### config.mk
export PLATFORM = sky130hd
export DESIGN_NAME = quintic_joint_trajectory_generator_core
export DESIGN_NICKNAME = d
export VERILOG_FILES = /design/src/rtl/core/qjtg_pkg.sv /design/src/rtl/core/qjtg_div.sv /design/src/rtl/core/qjtg_mul.sv /design/src/rtl/core/quintic_joint_trajectory_generator_core.sv
export SDC_FILE = /design/constraint.sdc
export NUM_CORES = 2
export LEC_CHECK = 0
export BUFFER_PORTS_ARGS = -buffer_cell sky130_fd_sc_hd__clkbuf_2
export CORE_AREA = 4 4 259 325
export CTS_BUF_LIST = sky130_fd_sc_hd__clkbuf_4 sky130_fd_sc_hd__clkbuf_8
export DETAILED_ROUTE_END_ITERATION = 16
export DIE_AREA = 0 0 263 329
export GPL_ROUTABILITY_DRIVEN = 0
export SLEW_MARGIN = 20
export SYNTH_ARGS = -nofsm -noshare
export SYNTH_HDL_FRONTEND = slang
export SYNTH_SLANG_ARGS = --single-unit
### constraint.sdc
create_clock -name clock -period 12 [get_ports clock]
set_input_delay 1.8 -clock clock [delete_from_list [all_inputs] [get_ports clock]]
set_output_delay 1.8 -clock clock [all_outputs]
set_load 0.05 [all_outputs]
### src/rtl/core/qjtg_pkg.sv
// Shared types and constants of the quintic joint trajectory generator.
package qjtg_pkg;

   localparam int STEP_W  = 16;
   localparam int FRAC_W  = 16;
   localparam int TAU_W   = 17;
   localparam int MUL_B_W = 18;
   localparam int BLEND_W = 21;
   localparam int H_W     = 22;
   localparam int BIAS_W  = 37;
   localparam int DIV_CNT_W = 5;

   localparam logic [STEP_W-1:0] NUM_STEPS_RESET = 16'd100;
   localparam logic [TAU_W-1:0]  TAU_ONE         = 17'h10000;
   localparam logic [H_W-1:0]    H_OFFSET        = 22'd983040;
   localparam logic [BIAS_W-1:0] G_BIAS          = 37'h0A_0000_8000;
   localparam logic [BIAS_W-1:0] ROUND_HALF      = 37'h00_0000_8000;
   localparam logic [1:0]        LAST_ROUND      = 2'd2;

   typedef enum logic [1:0] {
      REQ_LOAD   = 2'd0,
      REQ_START  = 2'd1,
      REQ_TICK   = 2'd2,
      REQ_CANCEL = 2'd3
   } req_code_type;

   typedef enum logic [1:0] {
      STATUS_RUNNING  = 2'd0,
      STATUS_FINISHED = 2'd1,
      STATUS_CANCELED = 2'd2
   } status_code_type;

   typedef enum logic [3:0] {
      ST_IDLE,
      ST_EMIT,
      ST_DIV,
      ST_HG,
      ST_G,
      ST_SM,
      ST_SR,
      ST_JM,
      ST_JR
   } state_type;

   typedef struct packed {
      logic              busy;
      logic [STEP_W-1:0] quotient;
   } div_status_type;

endpackage

### src/rtl/core/qjtg_div.sv
// Serial restoring divider forming the Q0.16 fraction i / num_steps.
module qjtg_div (
   input  logic                            clock,
   input  logic                            reset,
   input  logic                            start,
   input  logic [qjtg_pkg::STEP_W-1:0]     dividend,
   input  logic [qjtg_pkg::STEP_W-1:0]     divisor,
   output qjtg_pkg::div_status_type        status
);

   logic                               busy_ff, busy_in;
   logic [qjtg_pkg::DIV_CNT_W-1:0]     cnt_ff, cnt_in;
   logic [qjtg_pkg::STEP_W-1:0]        rem_ff, rem_in;
   logic [qjtg_pkg::STEP_W-1:0]        quo_ff, quo_in;
   logic [qjtg_pkg::STEP_W:0]          shifted;
   logic [qjtg_pkg::STEP_W:0]          trial;

   // The dividend is below the divisor, so only the 16 fraction bits remain.
   always_comb begin
      shifted = {rem_ff, 1'b0};
      trial   = shifted - {1'b0, divisor};
      busy_in = busy_ff;
      cnt_in  = cnt_ff;
      rem_in  = rem_ff;
      quo_in  = quo_ff;
      if (start) begin
         busy_in = 1'b1;
         cnt_in  = qjtg_pkg::DIV_CNT_W'(qjtg_pkg::FRAC_W);
         rem_in  = dividend;
         quo_in  = '0;
      end else if (busy_ff) begin
         if (shifted >= {1'b0, divisor}) begin
            rem_in = trial[qjtg_pkg::STEP_W-1:0];
            quo_in = {quo_ff[qjtg_pkg::STEP_W-2:0], 1'b1};
         end else begin
            rem_in = shifted[qjtg_pkg::STEP_W-1:0];
            quo_in = {quo_ff[qjtg_pkg::STEP_W-2:0], 1'b0};
         end
         cnt_in = cnt_ff - 1'b1;
         if (cnt_ff == qjtg_pkg::DIV_CNT_W'(1)) begin
            busy_in = 1'b0;
         end
      end
   end

   always_ff @(posedge clock) begin
      if (reset) begin
         busy_ff <= 1'b0;
         cnt_ff  <= '0;
      end else begin
         busy_ff <= busy_in;
         cnt_ff  <= cnt_in;
      end
   end

   always_ff @(posedge clock) begin
      rem_ff <= rem_in;
      quo_ff <= quo_in;
   end

   assign status.busy     = busy_ff;
   assign status.quotient = quo_ff;

endmodule

### src/rtl/core/qjtg_mul.sv
// Shared signed multiplier with a registered product.
module qjtg_mul #(
   parameter int A_WIDTH = 22,
   parameter int B_WIDTH = 18
) (
   input  logic                                clock,
   input  logic                                en,
   input  logic signed [A_WIDTH-1:0]           a,
   input  logic signed [B_WIDTH-1:0]           b,
   output logic signed [A_WIDTH+B_WIDTH-1:0]   p
);

   logic signed [A_WIDTH+B_WIDTH-1:0] p_ff, p_in;

   always_comb begin
      p_in = (A_WIDTH+B_WIDTH)'(a) * (A_WIDTH+B_WIDTH)'(b);
   end

   // The product holds while en is low, so a stalled consumer can wait on it.
   always_ff @(posedge clock) begin
      if (en) begin
         p_ff <= p_in;
      end
   end

   assign p = p_ff;

endmodule

### src/rtl/core/quintic_joint_trajectory_generator_core.sv
// Top level: sequencer, joint stores and result register of the trajectory generator.
//
//  channel | ports                                   | direction
//  --------+-----------------------------------------+----------
//  request | req_valid/req_ready, type, joint, pos   | in
//  result  | rsp_valid/rsp_ready, joint, pos, status | out
//  csr     | csr_valid/csr_ready, num_steps          | in
//
// A tick that is not the final step runs the serial divider, then the blend on the
// shared multiplier (states HG, G, SM and SR) and then JM and JR for each joint.
// A final-step tick skips the divider. A load request leaves the sequencer idle;
// a start or a cancel that emits a status result passes through the emit state.
// Synchronous reset clears the joint stores, the step counter and disarms.
// A stalled result channel holds the sequencer at the next result.
module quintic_joint_trajectory_generator_core #(
   parameter int NUM_JOINTS = 6,
   parameter int POS_WIDTH  = 16
) (
   input  logic                                    clock,
   input  logic                                    reset,
   input  logic                                    req_valid,
   output logic                                    req_ready,
   input  logic [1:0]                              req_type,
   input  logic [((NUM_JOINTS > 1) ? $clog2(NUM_JOINTS) : 1)-1:0] req_joint_index,
   input  logic signed [POS_WIDTH-1:0]             req_start_position,
   input  logic signed [POS_WIDTH-1:0]             req_target_position,
   output logic                                    rsp_valid,
   input  logic                                    rsp_ready,
   output logic [((NUM_JOINTS > 1) ? $clog2(NUM_JOINTS) : 1)-1:0] rsp_out_joint,
   output logic signed [POS_WIDTH-1:0]             rsp_commanded_position,
   output logic                                    rsp_last_of_run,
   output logic [1:0]                              rsp_status,
   input  logic                                    csr_valid,
   output logic                                    csr_ready,
   input  logic [qjtg_pkg::STEP_W-1:0]             csr_num_steps
);

   localparam int JW = (NUM_JOINTS > 1) ? $clog2(NUM_JOINTS) : 1;
   localparam int AW = (POS_WIDTH + 1 > qjtg_pkg::H_W) ? POS_WIDTH + 1 : qjtg_pkg::H_W;
   localparam int BW = qjtg_pkg::MUL_B_W;
   localparam int PW = AW + BW;
   localparam int DW = PW - qjtg_pkg::FRAC_W;
   localparam int SW = DW + 1;
   localparam logic [JW-1:0] LAST_JOINT = JW'(NUM_JOINTS - 1);

   qjtg_pkg::state_type          state_ff, state_in;
   qjtg_pkg::req_code_type       req_code;
   qjtg_pkg::status_code_type    emit_status_ff, emit_status_in;
   qjtg_pkg::div_status_type     div_status;

   logic [qjtg_pkg::STEP_W-1:0]  num_steps_ff;
   logic [qjtg_pkg::STEP_W-1:0]  step_ff, step_in;
   logic                         armed_ff, armed_in;
   logic                         final_ff, final_in;
   logic [JW-1:0]                joint_ff, joint_in;
   logic [1:0]                   rnd_ff, rnd_in;
   logic [qjtg_pkg::TAU_W-1:0]   tau_ff, tau_in;
   logic [qjtg_pkg::BLEND_W-1:0] r_ff, r_in;

   logic signed [POS_WIDTH-1:0]  start_store_ff  [NUM_JOINTS];
   logic signed [POS_WIDTH-1:0]  target_store_ff [NUM_JOINTS];

   logic                         rsp_valid_ff, rsp_valid_in;
   logic [JW-1:0]                rsp_joint_ff, rsp_joint_in;
   logic signed [POS_WIDTH-1:0]  rsp_position_ff, rsp_position_in;
   logic                         rsp_last_ff, rsp_last_in;
   logic [1:0]                   rsp_status_ff, rsp_status_in;

   logic                         req_fire;
   logic                         load_ok;
   logic [qjtg_pkg::STEP_W:0]    next_i;
   logic                         tick_final;
   logic                         out_free;
   logic                         out_load;
   logic                         div_start;
   logic                         mul_en;
   logic signed [AW-1:0]         mul_a;
   logic signed [BW-1:0]         mul_b;
   logic signed [PW-1:0]         mul_p;
   logic signed [qjtg_pkg::H_W-1:0] h_term;
   logic [qjtg_pkg::H_W-1:0]     tau_wide;
   logic signed [PW-1:0]         g_sum;
   logic signed [PW-1:0]         rnd_sum;
   logic signed [POS_WIDTH-1:0]  start_sel;
   logic signed [POS_WIDTH-1:0]  target_sel;
   logic signed [AW-1:0]         diff;
   logic signed [DW-1:0]         delta;
   logic signed [SW-1:0]         pos_wide;
   logic [SW-POS_WIDTH:0]        pos_upper;
   logic signed [POS_WIDTH-1:0]  pos_sat;

   assign req_code  = qjtg_pkg::req_code_type'(req_type);
   assign req_ready = (state_ff == qjtg_pkg::ST_IDLE);
   assign req_fire  = req_valid && req_ready;
   assign csr_ready = 1'b1;
   assign out_free  = !rsp_valid_ff || rsp_ready;
   assign load_ok   = 32'(req_joint_index) < NUM_JOINTS;

   assign next_i     = {1'b0, step_ff} + 1'b1;
   assign tick_final = (num_steps_ff == '0) || (next_i >= {1'b0, num_steps_ff});

   qjtg_div u_div (
      .clock    (clock),
      .reset    (reset),
      .start    (div_start),
      .dividend (next_i[qjtg_pkg::STEP_W-1:0]),
      .divisor  (num_steps_ff),
      .status   (div_status)
   );

   qjtg_mul #(
      .A_WIDTH (AW),
      .B_WIDTH (BW)
   ) u_mul (
      .clock (clock),
      .en    (mul_en),
      .a     (mul_a),
      .b     (mul_b),
      .p     (mul_p)
   );

   // Arithmetic around the shared multiplier.
   always_comb begin
      tau_wide   = qjtg_pkg::H_W'(tau_ff);
      h_term     = $signed((tau_wide << 2) + (tau_wide << 1) - qjtg_pkg::H_OFFSET);
      g_sum      = mul_p + PW'($signed({1'b0, qjtg_pkg::G_BIAS}));
      rnd_sum    = mul_p + PW'($signed({1'b0, qjtg_pkg::ROUND_HALF}));
      start_sel  = start_store_ff[joint_ff];
      target_sel = target_store_ff[joint_ff];
      diff       = AW'(target_sel) - AW'(start_sel);
      delta      = rnd_sum[PW-1:qjtg_pkg::FRAC_W];
      pos_wide   = SW'(start_sel) + SW'(delta);
      pos_upper  = pos_wide[SW-1:POS_WIDTH-1];
      if ((&pos_upper) || !(|pos_upper)) begin
         pos_sat = pos_wide[POS_WIDTH-1:0];
      end else if (pos_wide[SW-1]) begin
         pos_sat = {1'b1, {(POS_WIDTH-1){1'b0}}};
      end else begin
         pos_sat = {1'b0, {(POS_WIDTH-1){1'b1}}};
      end
   end

   // Next state.
   always_comb begin
      state_in = state_ff;
      case (state_ff)
         qjtg_pkg::ST_IDLE: begin
            if (req_fire) begin
               case (req_code)
                  qjtg_pkg::REQ_START: begin
                     if (num_steps_ff == '0) begin
                        state_in = qjtg_pkg::ST_EMIT;
                     end
                  end
                  qjtg_pkg::REQ_TICK: begin
                     if (armed_ff) begin
                        state_in = tick_final ? qjtg_pkg::ST_HG : qjtg_pkg::ST_DIV;
                     end
                  end
                  qjtg_pkg::REQ_CANCEL: begin
                     if (armed_ff) begin
                        state_in = qjtg_pkg::ST_EMIT;
                     end
                  end
                  default: ;
               endcase
            end
         end
         qjtg_pkg::ST_EMIT: begin
            if (out_free) begin
               state_in = qjtg_pkg::ST_IDLE;
            end
         end
         qjtg_pkg::ST_DIV: begin
            if (!div_status.busy) begin
               state_in = qjtg_pkg::ST_HG;
            end
         end
         qjtg_pkg::ST_HG: state_in = qjtg_pkg::ST_G;
         qjtg_pkg::ST_G:  state_in = qjtg_pkg::ST_SM;
         qjtg_pkg::ST_SM: state_in = qjtg_pkg::ST_SR;
         qjtg_pkg::ST_SR: begin
            state_in = (rnd_ff == qjtg_pkg::LAST_ROUND) ? qjtg_pkg::ST_JM : qjtg_pkg::ST_SM;
         end
         qjtg_pkg::ST_JM: state_in = qjtg_pkg::ST_JR;
         qjtg_pkg::ST_JR: begin
            if (out_free) begin
               state_in = (joint_ff == LAST_JOINT) ? qjtg_pkg::ST_IDLE : qjtg_pkg::ST_JM;
            end
         end
         default: state_in = qjtg_pkg::ST_IDLE;
      endcase
   end

   // Unit controls and result loading.
   always_comb begin
      div_start       = 1'b0;
      mul_en          = 1'b0;
      mul_a           = '0;
      mul_b           = '0;
      out_load        = 1'b0;
      rsp_joint_in    = rsp_joint_ff;
      rsp_position_in = rsp_position_ff;
      rsp_last_in     = rsp_last_ff;
      rsp_status_in   = rsp_status_ff;
      case (state_ff)
         qjtg_pkg::ST_IDLE: begin
            div_start = req_fire && (req_code == qjtg_pkg::REQ_TICK) && armed_ff
                        && !tick_final;
         end
         qjtg_pkg::ST_EMIT: begin
            out_load        = out_free;
            rsp_joint_in    = '0;
            rsp_position_in = '0;
            rsp_last_in     = 1'b1;
            rsp_status_in   = emit_status_ff;
         end
         qjtg_pkg::ST_HG: begin
            // Inner factor numerator: tau * (6 tau - 15) in Q32.
            mul_en = 1'b1;
            mul_a  = AW'(h_term);
            mul_b  = BW'($signed({1'b0, tau_ff}));
         end
         qjtg_pkg::ST_SM: begin
            mul_en = 1'b1;
            mul_a  = AW'($signed({1'b0, r_ff}));
            mul_b  = BW'($signed({1'b0, tau_ff}));
         end
         qjtg_pkg::ST_JM: begin
            mul_en = 1'b1;
            mul_a  = diff;
            mul_b  = BW'($signed({1'b0, r_ff}));
         end
         qjtg_pkg::ST_JR: begin
            out_load        = out_free;
            rsp_joint_in    = joint_ff;
            rsp_position_in = pos_sat;
            rsp_last_in     = (joint_ff == LAST_JOINT);
            rsp_status_in   = final_ff ? qjtg_pkg::STATUS_FINISHED : qjtg_pkg::STATUS_RUNNING;
         end
         default: ;
      endcase
   end

   // Datapath and bookkeeping next values.
   always_comb begin
      step_in        = step_ff;
      armed_in       = armed_ff;
      final_in       = final_ff;
      emit_status_in = emit_status_ff;
      joint_in       = joint_ff;
      rnd_in         = rnd_ff;
      tau_in         = tau_ff;
      r_in           = r_ff;
      if (req_fire) begin
         case (req_code)
            qjtg_pkg::REQ_START: begin
               step_in        = '0;
               armed_in       = (num_steps_ff != '0);
               emit_status_in = qjtg_pkg::STATUS_FINISHED;
            end
            qjtg_pkg::REQ_TICK: begin
               if (armed_ff) begin
                  final_in = tick_final;
                  tau_in   = qjtg_pkg::TAU_ONE;
                  if (tick_final) begin
                     armed_in = 1'b0;
                     step_in  = num_steps_ff;
                  end else begin
                     step_in = next_i[qjtg_pkg::STEP_W-1:0];
                  end
               end
            end
            qjtg_pkg::REQ_CANCEL: begin
               if (armed_ff) begin
                  armed_in       = 1'b0;
                  emit_status_in = qjtg_pkg::STATUS_CANCELED;
               end
            end
            default: ;
         endcase
      end
      if (state_ff == qjtg_pkg::ST_DIV && !div_status.busy) begin
         tau_in = {1'b0, div_status.quotient};
      end
      if (state_ff == qjtg_pkg::ST_G) begin
         r_in   = g_sum[qjtg_pkg::BLEND_W+qjtg_pkg::FRAC_W-1:qjtg_pkg::FRAC_W];
         rnd_in = '0;
      end
      if (state_ff == qjtg_pkg::ST_SR) begin
         r_in   = rnd_sum[qjtg_pkg::BLEND_W+qjtg_pkg::FRAC_W-1:qjtg_pkg::FRAC_W];
         rnd_in = rnd_ff + 1'b1;
         joint_in = '0;
      end
      if (state_ff == qjtg_pkg::ST_JR && out_free) begin
         joint_in = joint_ff + 1'b1;
      end
      rsp_valid_in = out_load || (rsp_valid_ff && !rsp_ready);
   end

   always_ff @(posedge clock) begin
      if (reset) begin
         state_ff       <= qjtg_pkg::ST_IDLE;
         num_steps_ff   <= qjtg_pkg::NUM_STEPS_RESET;
         step_ff        <= '0;
         armed_ff       <= 1'b0;
         final_ff       <= 1'b0;
         emit_status_ff <= qjtg_pkg::STATUS_RUNNING;
         joint_ff       <= '0;
         rnd_ff         <= '0;
         rsp_valid_ff   <= 1'b0;
         for (int j = 0; j < NUM_JOINTS; j++) begin
            start_store_ff[j]  <= '0;
            target_store_ff[j] <= '0;
         end
      end else begin
         state_ff       <= state_in;
         step_ff        <= step_in;
         armed_ff       <= armed_in;
         final_ff       <= final_in;
         emit_status_ff <= emit_status_in;
         joint_ff       <= joint_in;
         rnd_ff         <= rnd_in;
         rsp_valid_ff   <= rsp_valid_in;
         if (csr_valid && csr_ready) begin
            num_steps_ff <= csr_num_steps;
         end
         if (req_fire && (req_code == qjtg_pkg::REQ_LOAD) && load_ok) begin
            start_store_ff[req_joint_index]  <= req_start_position;
            target_store_ff[req_joint_index] <= req_target_position;
         end
      end
   end

   always_ff @(posedge clock) begin
      tau_ff <= tau_in;
      r_ff   <= r_in;
      if (out_load) begin
         rsp_joint_ff    <= rsp_joint_in;
         rsp_position_ff <= rsp_position_in;
         rsp_last_ff     <= rsp_last_in;
         rsp_status_ff   <= rsp_status_in;
      end
   end

   assign rsp_valid              = rsp_valid_ff;
   assign rsp_out_joint          = rsp_joint_ff;
   assign rsp_commanded_position = rsp_position_ff;
   assign rsp_last_of_run        = rsp_last_ff;
   assign rsp_status             = rsp_status_ff;

   // The divider only runs while the sequencer waits on it.
   assert property (@(posedge clock) disable iff (reset)
      div_status.busy |-> state_ff == qjtg_pkg::ST_DIV)
      else $error("divider busy outside the divide state");

   // A final step has already disarmed the block when its positions go out.
   assert property (@(posedge clock) disable iff (reset)
      (state_ff == qjtg_pkg::ST_JR && final_ff) |-> !armed_ff)
      else $error("final step still armed");

   // The fraction never exceeds one.
   assert property (@(posedge clock) disable iff (reset)
      (state_ff == qjtg_pkg::ST_HG) |-> tau_ff <= qjtg_pkg::TAU_ONE)
      else $error("tau above one");

   // The finished blend lies in [0, 1].
   assert property (@(posedge clock) disable iff (reset)
      (state_ff == qjtg_pkg::ST_JM) |-> r_ff <= qjtg_pkg::BLEND_W'(qjtg_pkg::TAU_ONE))
      else $error("blend above one");

endmodule

# Word-level counts from Yosys, hierarchy flattened
# Memory sizes are Yosys's and may differ from the RTL's. A register that Yosys moved wholly into a read port is not among the register bits.
# Index checks and enable logic that the tools add are counted.
# W data, S select, Z words.
# classes
add_sub_neg	11
multipliers	1
div_mod_pow	0
magnitude_cmp	3
n_eq_ne	24
n_shift	0
muxes	66
bitwise	0
reduce_logical	47
# ops
operator	n
$mux W16	13
$pmux W22 S3	1
$pmux W16 S2	2
$mux W21	2
$add A40 B17 Y40 const B	1
$mul A22 B18 Y40	1
$add A37 B37 Y37 const B	1
$pmux W18 S2	1
$pmux W4 S9	1
$ge A17 B16 Y1	2
$reduce_or A16 Y1	2
$mux W4	7
$mux W3	9
$add A16 B24 Y25	1
$sub A20 B20 Y21 const B	1
$add A19 B18 Y20	1
$mux W1	18
$reduce_bool A2 Y1	9
$add A16 B1 Y17 const B	1
$sub A16 B16 Y17	1
$eq A4 B3 Y1 const B	4
$logic_not A16 Y1	1
$reduce_bool A16 Y1	1
$sub A16 B16 Y16	1
35 further kinds	70
# totals
reg_bits	184
latch_bits	0
ramBits	192
romBits	0
in_bits	58
output_inout_bits	25
wordCells	176
n_memories	2
# mem_list
memory	depth	word_bits	read_ports	rd_clocked_by_memory_dff	write_ports	line_no	rtl
start_store_ff	6	16	1	1	6	quintic_joint_trajectory_generator_core.sv:60	logic signed [POS_WIDTH-1:0] start_store_ff [NUM_JOINTS];
target_store_ff	6	16	1	1	6	quintic_joint_trajectory_generator_core.sv:61	logic signed [POS_WIDTH-1:0] target_store_ff [NUM_JOINTS];

# Logic depth before layout (Yosys ltp)
# logic_depth
ltp_word	9
ltp_mapped	40
depth_no_buf	37

# Modules after synthesis
# From an unflattened synthesis, not the netlist that was laid out.
# unflattened
cells_unflattened	3600
area_unflattened_um2	37857.6
# by_module_without_submodules
mod	instances	cells_each	area_per_inst_um2	seq_area_each_um2
quintic_joint_trajectory_generator_core	1	1677	19780.2	10460.0
qjtg_mul	1	1671	15577.4	1201.2
qjtg_div	1	252	2499.9	920.9

# Worst setup path after synthesis
# Ideal clock, no wire load.
# synth_path
kind	reg2reg
from	reg with a tool-made name
to	reg u_mul.p_ff[31], in the netlist u_mul.p[31] (data pin)
setup_ns	0.258
arrival_time_ns	10.055
required_time_ns	11.742
setup_slack_ns	1.688
path_stages_with_launch	38
period_less_slack_ns	10.312
path_cell_list	dfxtp_1 -> clkbuf_1 -> buf_1 -> mux4_2 -> mux2_2 -> ha_1 -> fa_1 -> nor2b_1 -> o21ai_0 -> a21boi_0 -> o21ai_0 -> a211oi_1 -> o31ai_1 -> o221ai_1 -> clkbuf_1 -> nand3_1 -> and2_1 -> fa_1 -> [2 not listed] -> fa_1 -> inv_1 -> fa_1 -> inv_1 -> fa_1 -> fa_1 -> inv_1 -> ha_1 -> a211oi_1 -> o21ai_0 -> a221oi_1 -> a21oi_1 -> o31ai_1 -> nand2b_1 -> a31o_2 -> a21o_1 -> a21oi_1 -> xnor2_1
# synth_lines
item	line_no	rtl
end signal, assigned	qjtg_mul.sv:22	p_ff <= p_in;
end, declared	qjtg_mul.sv:13	logic signed [A_WIDTH+B_WIDTH-1:0] p_ff, p_in;

==> flow_summary.json <==
{
  "status": "complete, no violations",
  "cp_slowest_cell": "a21oi_1",
  "max_cap_violations": 0,
  "r2r_slack_ns": 0.91,
  "utilization": 0.487,
  "reg2reg_to": "u_mul.p[39]$_DFFE_PP_",
  "cp-start-kind": "flop",
  "cts.clk_slew.worst_paths_ns": 0.07,
  "synthTopCellsByArea": "edfxtp_1, fa_1, ha_1",
  "hold_start": "step_ff[10]$_SDFFE_PP0P_",
  "postRouteAntennaNets": 0,
  "final_max_slew_viol_count": 0,
  "core_area_um2": 81100,
  "grt_pass1_vias": 26859,
  "ys_seq_elements": 428,
  "skew_ns": 0.0546,
  "cts_tree": "done",
  "synthArstFlopShare": 0,
  "min_path_type": "reg2reg",
  "synth_edf_count": 356,
  "final_common_cell": "inv_1",
  "post-cts-setup-buffers": 0,
  "yosysSeqAreaShare": 0.334,
  "netlist_area_um2": 36300,
  "initial_core_util": 0.447,
  "grt_max_degree": 39,
  "dr.pass1.iters": 5,
  "clkSinkCount": 428,
  "critPathCaptureType": "flop",
  "die_area_um2": 86500,
  "worst_path_most_repeated_cell": "fa_1",
  "die_h_um": 329,
  "ir_worst_vdd_mv": 0.111,
  "worst_r2r_path_depth": 36,
  "hold_depth": 2,
  "ios": 83,
  "avgRoutedWirePerCell_um": 20.6,
  "synth_ff_type": "edfxtp_1",
  "hold_viol": 0,
  "rsz0062_at_grt": "no",
  "critPathMaxStageDelay_ns": 0.86,
  "slew_headroom": 0.278,
  "grt.total_usage": 0.227,
  "rows": 117,
  "syn_to_final_growth_pct": 8.79,
  "syn_avg_cell_area_um2": 10.3,
  "drc": 0,
  "cp_max_fo": 29,
  "insertion_delay_ns": 0.68,
  "drt_iter0_drc": 1456,
  "path_delay_family": "adder cells",
  "finalSetupTns_ns": 0,
  "cts_max_level": 2,
  "clock.fmax_mhz": 90.1,
  "antenna_found_initial": 2,
  "period_share": 0.925,
  "path_buf_inv": 5,
  "holdPathEnd": "step_ff[10]$_SDFFE_PP0P_",
  "layout-drive-gt1-share": 0.103,
  "yosys_warnings": 0,
  "cts_root_buf": "clkbuf_8",
  "nNetsFinal": 4290,
  "clock_path_buffers": 3,
  "port_buffers": 81,
  "hold_ws_ns": 0.491,
  "dieWidth_um": 263,
  "grt_overflow": 0,
  "via_per_inst": 5.36,
  "setup_viol": 0,
  "period_needed_ns": 11.09,
  "worst-endpoint-required_ns": 12.49,
  "wl_um": 97700,
  "post_cts_resized": 0,
  "worst_pin_slew_ns": 1.08,
  "hold_buffers": 0,
  "crit_type": "reg2reg",
  "cts_buffers": 58,
  "yosysTopAreaCellShare": 0.295,
  "grt_pass1_wl_um": 154000,
  "cp.arrival_ns": 11.59,
  "power_density_nw_per_um2": 80.1,
  "vias": 25444,
  "synthCells": 3510,
  "ys_types": 86,
  "dp_hpwl_um": 74600,
  "p_leak_nw": 17.2,
  "final_cell_mix": "inv_1, nor2_1, fa_1, edfxtp_1, nand2_1",
  "yosysTopAreaCell": "edfxtp_1"
}
-- area by class of cell --
class / count / area (um2)
Antenna cell: 1 / 2.50
Clock buffer: 77 / 953
Timing Repair Buffer: 144 / 878
Fill cell: 7668 / 41600
Clock inverter: 29 / 294
Multi-Input combinational cell: 2441 / 21800
Sequential cell: 428 / 12100
Inverter: 556 / 2090
Tap cell: 1071 / 1340
-- through the flow --
stage	setup WS, ns	area (um2)	power (mW)	std cells
after floorplan	1.69	36500	1.90	3573
after global placement	1.27	38200	1.98	4640
after detailed placement	1.10	38200	1.98	4640
after CTS	1.06	39500	3.19	4746
after global routing	0.356	39500	3.29	4747
final	0.906	39500	3.16	4747
-- cells by family after synthesis --
family          count (synthesis)  synth area share
simple gates                 1075             0.129
buf+inv                       704            0.0736
fa+ha+maj                     604             0.290
flops                         428             0.334
compound gates                409            0.0762
xor+xnor                      144            0.0348
mux                           144            0.0623
other cells                     2          0.000207
-- worst max path at each step --
stage               from               endpoint  slack (ns)  cells past startpoint
global placement    flop  u_mul.p[39]$_DFFE_PP_        1.27                     36
CTS                 flop  u_mul.p[39]$_DFFE_PP_        1.06                     36
finish              flop  u_mul.p[39]$_DFFE_PP_        0.91                     36
detailed placement  flop  u_mul.p[39]$_DFFE_PP_        1.10                     36
floorplan           flop  u_mul.p[31]$_DFFE_PP_        1.69                     37
global route        flop  u_mul.p[34]$_DFFE_PP_        0.36                     38
-- cells in the mapped netlist, types with 20 or more instances --
cell type	count
inv_1	556
nor2_1	450
fa_1	396
edfxtp_1	356
nand2_1	352
ha_1	207
clkbuf_1	120
a21oi_1	114
xnor2_1	90
dfxtp_1	72
o21ai_0	71
mux2i_1	65
mux4_2	64
xor2_1	54
nand3_1	48
and2_1	40
nor3_1	34
a21o_1	31
nor2b_1	28
nand2b_1	26
and3_1	24
buf_1	20
-- flip-flops by register name, summed over array words and instances, names as in the netlist, 17 cells and up, named ones only --
| signal | count |
|---|---|
| target_store_ff | 128 |
| tau_ff | 17 |
| start_store_ff | 128 |
| r_ff | 21 |
| u_mul.p | 25 |
-- worst reg2reg max path: cells and delay by family, from the launching register on --
family,cells,cell delay [ns]
mux,2,0.86
simple gates,4,0.62
buf+inv,5,0.41
xor+xnor,1,0.14
compound gates,15,3.93
flops,1,0.73
fa+ha+maj,9,4.18
-- power by group --
group | switching [mW] | internal [mW] | total (mW) | leakage (nW)
Clock | 0.581 | 0.633 | 1.21 | 0.661
Sequential | 0.0361 | 1.67 | 1.70 | 4.17
Combinational | 0.147 | 0.0970 | 0.244 | 12.3
-- layer usage --
layer,GRT usage,part of all wire,vias to the layer above
li1,-,-,11726
met1,0.293,0.41,12683
met2,0.400,0.50,815
met3,0.0221,0.055,218
met4,0.0836,0.041,2
met5,0,0.00019,-
Power figures use the tool's default switching activity.
